### src/rtl/indexed_min_heap_decrease_key_unit_assert.svh
// Assertion macros for the indexed min-heap unit.
`ifndef INDEXED_MIN_HEAP_DECREASE_KEY_UNIT_ASSERT_SVH
`define INDEXED_MIN_HEAP_DECREASE_KEY_UNIT_ASSERT_SVH
`ifndef SYNTHESIS
`define IMH_ASSERT_IMPL(label, clk, rst, prop, msg) \
   label: assert property (@(posedge clk) disable iff (rst) prop) else $error(msg);
`define IMH_ASSERT_NEXT(label, clk, rst, cond, nxt, msg) \
   label: assert property (@(posedge clk) disable iff (rst) (cond) |=> (nxt)) else $error(msg);
`else
`define IMH_ASSERT_IMPL(label, clk, rst, prop, msg)
`define IMH_ASSERT_NEXT(label, clk, rst, cond, nxt, msg)
`endif
`endif

### src/rtl/imh_pkg.sv
// Shared types and constants for the indexed min-heap unit.
package imh_pkg;
   localparam int MaxVertices = 1024;
   localparam int SlotWidth = $clog2(MaxVertices);
   localparam int CountWidth = SlotWidth + 1;
   localparam int KeyWidth = 31;
   localparam int VertexWidth = 10;
   localparam int StatusWidth = 3;
   localparam logic [KeyWidth-1:0] KEY_MAX = {KeyWidth{1'b1}};

   localparam logic [1:0] REQ_INSERT = 2'd0;
   localparam logic [1:0] REQ_DECREASE = 2'd1;
   localparam logic [1:0] REQ_EXTRACT = 2'd2;
   localparam logic [1:0] REQ_LOOKUP = 2'd3;

   localparam logic [2:0] ST_OK = 3'd0;
   localparam logic [2:0] ST_EMPTY = 3'd1;
   localparam logic [2:0] ST_ABSENT = 3'd2;
   localparam logic [2:0] ST_INCREASE = 3'd3;
   localparam logic [2:0] ST_RANGE = 3'd4;

   // datapath operations issued by the controller
   localparam logic [3:0] OP_NONE = 4'd0;
   localparam logic [3:0] OP_READ_POS = 4'd1;   // read position map of req vertex
   localparam logic [3:0] OP_READ_CUR = 4'd2;   // read slot cur
   localparam logic [3:0] OP_READ_LAST = 4'd3;  // read slot count-1
   localparam logic [3:0] OP_READ_L = 4'd4;     // read left child
   localparam logic [3:0] OP_READ_R = 4'd5;     // read right child
   localparam logic [3:0] OP_READ_P = 4'd6;     // read parent
   localparam logic [3:0] OP_WRITE_CUR = 4'd7;  // write cur entry at slot cur
   localparam logic [3:0] OP_WRITE_OTHER = 4'd8; // write oth entry at cur, move cur
   localparam logic [3:0] OP_INIT = 4'd9;       // latch request
   localparam logic [3:0] OP_CLEAR = 4'd10;     // clear pass step

   typedef struct packed {
      logic [3:0] op;
      logic       set_key;     // cur entry <= request vertex and distance
      logic       count_inc;
      logic       count_dec;
      logic       drop_vertex; // mark result vertex absent
      logic       pos_write;   // write position of cur vertex
   } cmd_type;

   typedef struct packed {
      logic       held;
      logic       range_err;
      logic       empty;
      logic       full;
      logic       at_root;
      logic       has_l;
      logic       has_r;
      logic       other_less;  // oth key < cur key
      logic       cur_less;    // cur key < oth key
      logic       new_greater;
      logic       clear_done;
   } stat_type;
endpackage

### src/rtl/imh_control.sv
// Request sequencer for the indexed min-heap unit.
module imh_control
   import imh_pkg::*;
(
   input  logic                   clock,
   input  logic                   reset,
   input  logic                   req_valid,
   output logic                   req_ready,
   input  logic [1:0]             req_type,
   output logic                   rsp_valid,
   input  logic                   rsp_ready,
   input  stat_type               stat,
   output cmd_type                cmd,
   output logic [StatusWidth-1:0] status_code,
   output logic                   rsp_load
);
`include "indexed_min_heap_decrease_key_unit_assert.svh"
   localparam logic [4:0] S_CLEAR = 5'd0;
   localparam logic [4:0] S_IDLE = 5'd1;
   localparam logic [4:0] S_POS = 5'd2;
   localparam logic [4:0] S_POS_W = 5'd3;
   localparam logic [4:0] S_DISPATCH = 5'd4;
   localparam logic [4:0] S_CUR_W = 5'd5;
   localparam logic [4:0] S_DECIDE = 5'd6;
   localparam logic [4:0] S_UP_RD = 5'd7;
   localparam logic [4:0] S_UP_W = 5'd8;
   localparam logic [4:0] S_UP_CMP = 5'd9;
   localparam logic [4:0] S_DN_L = 5'd10;
   localparam logic [4:0] S_DN_R = 5'd11;
   localparam logic [4:0] S_DN_W = 5'd12;
   localparam logic [4:0] S_DN_PICK = 5'd13;
   localparam logic [4:0] S_DN_CMP = 5'd14;
   localparam logic [4:0] S_SWAP = 5'd15;
   localparam logic [4:0] S_FINISH = 5'd16;
   localparam logic [4:0] S_RESP = 5'd17;
   localparam logic [4:0] S_LAST_W = 5'd18;
   localparam logic [4:0] S_EXT_W = 5'd19;
   localparam logic [4:0] S_DN_W2 = 5'd20;

   logic [4:0] state_ff, state_in;
   logic [StatusWidth-1:0] status_ff, status_in;
   logic [1:0] type_ff;
   logic up_ff, up_in;  // swap direction: up or down

   always_ff @(posedge clock) begin
      if (reset) begin
         state_ff <= S_CLEAR;
         status_ff <= ST_OK;
         up_ff <= 1'b0;
      end else begin
         state_ff <= state_in;
         status_ff <= status_in;
         up_ff <= up_in;
      end
      if (state_ff == S_IDLE && req_valid) type_ff <= req_type;
   end

   // sequence: sift steps read, then swap by writing both slots
   always_comb begin
      state_in = state_ff;
      status_in = status_ff;
      up_in = up_ff;
      cmd = '0;
      rsp_load = 1'b0;
      case (state_ff)
         S_CLEAR: begin
            cmd.op = OP_CLEAR;
            if (stat.clear_done) state_in = S_IDLE;
         end
         S_IDLE: begin
            if (req_valid) begin
               cmd.op = OP_INIT;
               status_in = ST_OK;
               state_in = S_POS;
            end
         end
         S_POS: begin
            cmd.op = OP_READ_POS;
            state_in = S_POS_W;
         end
         S_POS_W: state_in = S_DISPATCH;
         S_DISPATCH: begin
            if (type_ff == REQ_EXTRACT) begin
               if (stat.empty) begin
                  status_in = ST_EMPTY;
                  state_in = S_FINISH;
               end else begin
                  cmd.op = OP_READ_CUR;
                  state_in = S_LAST_W;
               end
            end else if (stat.range_err) begin
               status_in = ST_RANGE;
               state_in = S_FINISH;
            end else if (!stat.held) begin
               if (type_ff == REQ_DECREASE) begin
                  status_in = ST_ABSENT;
                  state_in = S_FINISH;
               end else if (type_ff == REQ_INSERT && !stat.full) begin
                  cmd.count_inc = 1'b1;
                  state_in = S_EXT_W;
               end else begin
                  state_in = S_FINISH;
               end
            end else begin
               cmd.op = OP_READ_CUR;
               state_in = S_CUR_W;
            end
         end
         S_EXT_W: begin
            if (type_ff == REQ_INSERT) begin
               // new slot at the end; hold vertex in cur
               cmd.op = OP_READ_LAST;
               state_in = S_DECIDE;
            end else begin
               state_in = S_FINISH;
            end
         end
         S_LAST_W: begin
            cmd.op = OP_READ_LAST;
            cmd.count_dec = 1'b1;
            state_in = S_DN_W2;
         end
         S_DN_W2: begin
            // move last entry to root and drop extracted vertex
            cmd.drop_vertex = 1'b1;
            state_in = S_DECIDE;
         end
         S_CUR_W: state_in = S_DECIDE;
         S_DECIDE: begin
            if (type_ff == REQ_EXTRACT) begin
               if (stat.empty) begin
                  state_in = S_FINISH;
               end else begin
                  cmd.op = OP_WRITE_CUR;
                  cmd.pos_write = 1'b1;
                  state_in = S_DN_L;
               end
            end else if (type_ff == REQ_LOOKUP) begin
               state_in = S_FINISH;
            end else if (type_ff == REQ_DECREASE && stat.new_greater) begin
               status_in = ST_INCREASE;
               state_in = S_FINISH;
            end else begin
               cmd.set_key = 1'b1;
               // a new entry only rises; a held one moves by the sign of the change
               if (type_ff == REQ_INSERT && !stat.held) begin
                  state_in = S_UP_W;
               end else begin
                  state_in = stat.new_greater ? S_DN_W : S_UP_W;
               end
            end
         end
         S_DN_W: begin
            cmd.op = OP_WRITE_CUR;
            cmd.pos_write = 1'b1;
            state_in = S_DN_L;
         end
         S_UP_W: begin
            cmd.op = OP_WRITE_CUR;
            cmd.pos_write = 1'b1;
            state_in = S_UP_RD;
         end
         S_UP_RD: begin
            if (stat.at_root) begin
               state_in = S_FINISH;
            end else begin
               cmd.op = OP_READ_P;
               up_in = 1'b1;
               state_in = S_UP_CMP;
            end
         end
         S_UP_CMP: state_in = S_DN_CMP;
         S_DN_L: begin
            up_in = 1'b0;
            if (!stat.has_l) begin
               state_in = S_FINISH;
            end else begin
               cmd.op = OP_READ_L;
               state_in = stat.has_r ? S_DN_R : S_DN_PICK;
            end
         end
         S_DN_R: begin
            cmd.op = OP_READ_R;
            state_in = S_DN_PICK;
         end
         S_DN_PICK: state_in = S_DN_CMP;
         S_DN_CMP: begin
            // oth holds the parent (up) or the smaller child (down)
            if (up_ff ? stat.cur_less : stat.other_less) begin
               state_in = S_SWAP;
            end else begin
               state_in = S_FINISH;
            end
         end
         S_SWAP: begin
            // other entry into cur slot; cur moves to other slot
            cmd.op = OP_WRITE_OTHER;
            state_in = up_ff ? S_UP_W : S_DN_W;
         end
         S_FINISH: begin
            rsp_load = 1'b1;
            state_in = S_RESP;
         end
         S_RESP: begin
            if (rsp_ready) state_in = S_IDLE;
         end
         default: state_in = S_IDLE;
      endcase
   end

   assign req_ready = (state_ff == S_IDLE);
   assign rsp_valid = (state_ff == S_RESP);
   assign status_code = status_ff;

   `IMH_ASSERT_IMPL(a_excl, clock, reset, !(req_ready && rsp_valid), "ready during response")
   `IMH_ASSERT_NEXT(a_load, clock, reset, rsp_load, rsp_valid, "load not followed by valid")
   `IMH_ASSERT_NEXT(a_hold, clock, reset, rsp_valid && !rsp_ready, rsp_valid, "response dropped")
endmodule

### config.mk
export PLATFORM = sky130hd
export DESIGN_NAME = imh_control
export DESIGN_NICKNAME = d
export VERILOG_FILES = /design/src/rtl/imh_pkg.sv /design/src/rtl/imh_control.sv
export VERILOG_INCLUDE_DIRS = /design/src /design/src/rtl
export SDC_FILE = /design/constraint.sdc
export NUM_CORES = 1
export LEC_CHECK = 0
export BUFFER_PORTS_ARGS = -buffer_cell sky130_fd_sc_hd__clkbuf_2
export CAP_MARGIN = 15
export CORE_MARGIN = 4
export CORE_UTILIZATION = 40
export DETAILED_ROUTE_END_ITERATION = 10
export GPL_TIMING_DRIVEN = 0
export PLACE_DENSITY = 0.66
export SYNTH_ARGS = -nofsm -noshare
export SYNTH_HDL_FRONTEND = slang
export SYNTH_SLANG_ARGS = --single-unit
### constraint.sdc
create_clock -name clock -period 2 [get_ports clock]
set_input_delay 0.1 -clock clock [delete_from_list [all_inputs] [get_ports clock]]
set_output_delay 0.1 -clock clock [all_outputs]
set_load 0.03 [all_outputs]
### Word level (Yosys, flattened, before mapping)

Index checks and enable logic that the tools add are counted.

* $add $sub $neg: 0
* equal/unequal tests: 33
* $lt $le $gt $ge: 0
* $mul: 0
* bitwise logic cells: 0
* reduce and logical (&&, ||, !) cells: 16
* muxes and demuxes: 62
* shifts and indexed selects: 0
* div/mod/pow operators: 0

Operator list (count)
* 5-bit one-hot mux with 19 select lines: 1
* 5-bit two-way mux: 14
* 3-bit two-way mux: 16
* 4-bit one-hot mux with 12 select lines: 1
* 5-bit by 4-bit == test with 1-bit output, second input constant: 8
* 5-bit == test, second input constant: 5
* 5-bit by 3-bit == test with 1-bit output, second input constant: 4
* 1-bit two-way mux: 17
* 2-bit two-way mux: 7
* 4-bit two-way mux: 3
* 2-bit inequality test, second input constant: 6
* 5-bit by 2-bit == test with 1-bit output, second input constant: 2
* 3-bit one-hot mux with 3 select lines: 1
* 4-bit inequality test, second input constant: 2
* 8-bit AND reduction: 1
* 2-bit OR reduction: 3
* 5-bit by 1-bit == test with 1-bit output, second input constant: 1
* 5-bit zero test: 1
* 2-bit == test, second input constant: 2
* 1-bit logical AND: 4
* 1-bit one-hot mux with 2 select lines: 2
* 3-bit inequality test, second input constant: 1
* 3-bit AND reduction: 1
* 3-bit nonzero test: 1
* other kinds (6): 7

* logic and storage cells: 115
* bits in latches: 0
* output and inout port bits: 15
* input bits: 17
* memories kept: 0
* bits in writable memories: 0
* bits in registers: 11
* bits in read-only memories: 0

### Depth between registers and ports, before layout

* word-level depth: 8
* gate-level depth with buffers: 7
* mapped depth without buffers: 5

### Least setup slack after synthesis

No wires, ideal clock.

* kind: register -> register
* start: reg state_ff[2]
* end: reg type_ff[0] (enable)
* setup time: 300 ps
* required time: 1700 ps
* data arrival time: 2104 ps
* buffers on the path: 3
* stages on the path, launching flop included: 6
* clock period less this slack: 2404 ps
* slack: -404 ps
* cells stage by stage: dfxtp_1 -> buf_4 -> clkbuf_1 -> clkbuf_1 -> nor4_1 -> and2_1

* longest elaborated chain between the ends: 2

RTL lines
* start, declared: line imh_control.sv:40 `logic [4:0] state_ff, state_in;`
* start signal, assigned: line imh_control.sv:51 `state_ff <= state_in;`
* 5-bit by 1-bit == test with 1-bit output
* via req_ready: line imh_control.sv:8 `output logic req_ready,`
* 1-bit logical AND: line imh_control.sv:55 `if (state_ff == S_IDLE && req_valid) type_ff <= req_type;`
* end signal, assigned: line imh_control.sv:55
* end, declared: line imh_control.sv:42 `logic [1:0] type_ff;`

The timed path passes the listed nets, and every way through them passes these cells.
A chain may end at the register's enable or synchronous reset.

==> flow_summary.json <==
{
  "period_share_pct": 98.8,
  "firstDrtPassIters": 4,
  "gr-total-overflow": 0,
  "skew_ps": 11.5,
  "path_max_fanout": 10,
  "crit_required_ps": 1900,
  "syn_nets": 188,
  "synthTopCellsByArea": "dfxtp_1 15%, nand2b_1 6.3%, nand2_1 5.3%",
  "worstSkewPairLatency_ps": 280,
  "timing.fmax_mhz": 506,
  "p_leak_nw": 0.652,
  "grt.busiest_layer": "met2",
  "synth_edf_count": 2,
  "floorplan.rows": 19,
  "cts_htree_levels": 1,
  "async_reset_ff_share_pct": 0,
  "ys_ff_latch": 11,
  "synth_warnings": 0,
  "hold_path.class": "primary input to flop",
  "ant_nets": 0,
  "start_util_pct": 42.6,
  "ys.flop_type": "dfxtp_1",
  "yosysSeqAreaShare_pct": 20.1,
  "final_net_count": 234,
  "drc": 0,
  "outcome": "complete, no violations",
  "hpwl_um": 3140,
  "rsz0062_at_grt": "yes",
  "dp.cells": 232,
  "p_per_area_nw_per_um2": 385,
  "final_cells": 247,
  "r2r-end": "status_code[1]",
  "synth_cells": 171,
  "antenna_found_initial": 0,
  "gp_congestion": 0.995,
  "dieArea_um2": 3930,
  "setup_viol": 0,
  "area_growth_pct": 35.4,
  "grt_pass1_wl_um": 7070,
  "synth_largest_area_cell": "dfxtp_1",
  "r2r_cells": 7,
  "clk_path_buf_depth": 2,
  "dr_total_vias": 1522,
  "wire_per_inst_um": 17.6,
  "grt_use_met3_pct": 5.40,
  "synth_cell_types": 49,
  "hold-path-cell-count": 1,
  "diodes": 0,
  "power.total_mw": 0.624,
  "path_class": "flop to output pin",
  "maxCapViolCount": 0,
  "setup.worst_path.end_class": "output pin",
  "worst_slew_pin_slew_ps": 444,
  "globalRouteMet2Util_pct": 34.4,
  "port_buffers": 30,
  "maxSlewViolCount": 0,
  "grt_usage_pct": 21.9,
  "r2r-start": "state_ff[2]",
  "slew_headroom_pct": 69.6,
  "numClockSinks": 11,
  "cts_tree": "done",
  "die_w_um": 62.7,
  "rrSetupSlack_ps": 110,
  "syn_area_per_cell_um2": 7.00,
  "grt_max_degree": 11,
  "hold_viol": 0,
  "netlist_area_um2": 1200,
  "hold_path_end": "type_ff[1]",
  "vdd_drop_max_uv": 280,
  "ios": 32,
  "grt.met1_usage_pct": 29.0,
  "clk_pin_slew_ps": 70,
  "yosysTopAreaCellShare_pct": 15.1,
  "grt_pass1_vias": 1480,
  "totalWireLength_um": 4360,
  "drive_above_1_share_pct": 36.1,
  "fp.dieH_um": 62.7,
  "min_period_ps": 1980,
  "final_util_pct": 57.7,
  "coreArea_um2": 2810,
  "numCtsBuffers": 3,
  "first_iter_violations": 93,
  "cp-start-kind": "flop",
  "ctsRootBufferMaster": "clkbuf_4",
  "hold_start": "req_type[1]",
  "avgViaCountPerCell": 6.16,
  "crit_arrival_ps": 1880
}
sequential cells by signal, indices dropped and copies added (netlist names):
register,flops
up_ff,1
status_code,3
state_ff,5
type_ff,2
where the power goes:
part | switching [mW] | internal [mW] | leakage, nW | total, mW
clock | 0.0829 | 0.0773 | 0.0150 | 0.160
combinational | 0.133 | 0.0908 | 0.544 | 0.224
sequential | 0.00520 | 0.234 | 0.0934 | 0.239
total | 0.221 | 0.402 | 0.652 | 0.624
critical path: stages, from the launching register on:
cell and delay, ps:
dfxtp_2 340, buf_6 130, or3b_4 410, nor3_4 330, nand2_1 120, nand4_1 140, buf_6 140
cell usage after synthesis (2+ instances only):
| cell type | number |
|---|---|
| a211oi_1 | 2 |
| a21oi_1 | 11 |
| a311oi_1 | 2 |
| a41oi_1 | 3 |
| and2_1 | 2 |
| and2b_1 | 2 |
| buf_1 | 2 |
| buf_2 | 6 |
| buf_4 | 3 |
| buf_6 | 2 |
| clkbuf_1 | 4 |
| dfxtp_1 | 9 |
| edfxtp_1 | 2 |
| inv_1 | 6 |
| mux2i_1 | 3 |
| nand2_1 | 17 |
| nand2b_1 | 12 |
| nand3_1 | 8 |
| nand4_1 | 4 |
| nor2_1 | 16 |
| nor2b_1 | 3 |
| nor3_1 | 8 |
| nor4bb_1 | 2 |
| o21ai_0 | 12 |
| o31ai_1 | 3 |
| o32ai_1 | 2 |
| or2_2 | 2 |
| or3_1 | 2 |
cell type report:
class,count,area [um2]
clock buffer,4,26.3
multi-input combinational,137,892
fill,283,1190
timing repair buffer,43,283
inverter,6,22.5
tap,31,38.8
buffer,15,109
sequential,11,248
logic make-up (layout without fill, tap and decap cells):
family / Yosys count / count (layout) / share of synthesized area (%)
and+or+nand+nor: 85 / 85 / 38.4
DFF: 11 / 11 / 20.1
muxes: 3 / 3 / 2.51
buffers and inverters: 23 / 68 / 10.0
AOI/OAI and AO/OA: 49 / 49 / 29.0
timing repair:
| item | CTS | global route |
|---|---|---|
| setup buffers | 7 | 5 |
| hold endpoints to repair | 1 | 0 |
| resized for setup | 19 | 27 |
| endpoints found under the setup margin | 7 | 6 |
| pin swaps | 4 | 7 |
| hold buffers | 1 | 0 |
cell usage in the layout, fill, tap and decap left out, types with 3 or more instances in the layout:
master / instances
dfxtp_1: 5
mux2i_1: 3
nor2b_1: 3
nand2_1: 17
nor3_1: 6
nand3_1: 8
nand4_1: 4
clkbuf_2: 27
a21oi_1: 10
nand2b_1: 12
a41oi_1: 3
clkbuf_4: 5
dfxtp_2: 3
o31ai_1: 3
o21ai_0: 10
buf_4: 16
buf_6: 6
buf_2: 4
nor2_1: 15
inv_1: 6
routing by layer:
metal  up-vias  share of wire, %  wire length (um)
met5         -                 0                 0
met4         0               1.9                83
met3        10                10               451
met2        90                47              2030
met1       699                41              1790
li1        723                 -                 -
per-stage QoR:
stage / worst slack [ps] / instance area (um2) / hold slack [ps] / setup TNS (ps)
after floorplan: 36.4 / 1210 / 199 / 0
after global placement: 5.71 / 1400 / 280 / 0
after detailed placement: -10.8 / 1400 / 281 / -11.1
after CTS: 4.78 / 1540 / 11.4 / 0
after global routing: -32.1 / 1620 / 7.63 / -32.1
final: 23.5 / 1620 / 17.7 / 0
worst max path at each step:
stage	startpoint	end	slack, ps
after floorplan	state_ff[4]	cmd[5]	40
after global placement	state_ff[2]	state_ff[2]	6
after detailed placement	state_ff[2]	state_ff[2]	-10
after CTS	state_ff[0]	cmd[5]	5
after global routing	state_ff[2]	cmd[6]	-30
final	state_ff[2]	cmd[6]	20
(Power assumes the default switching activity.)
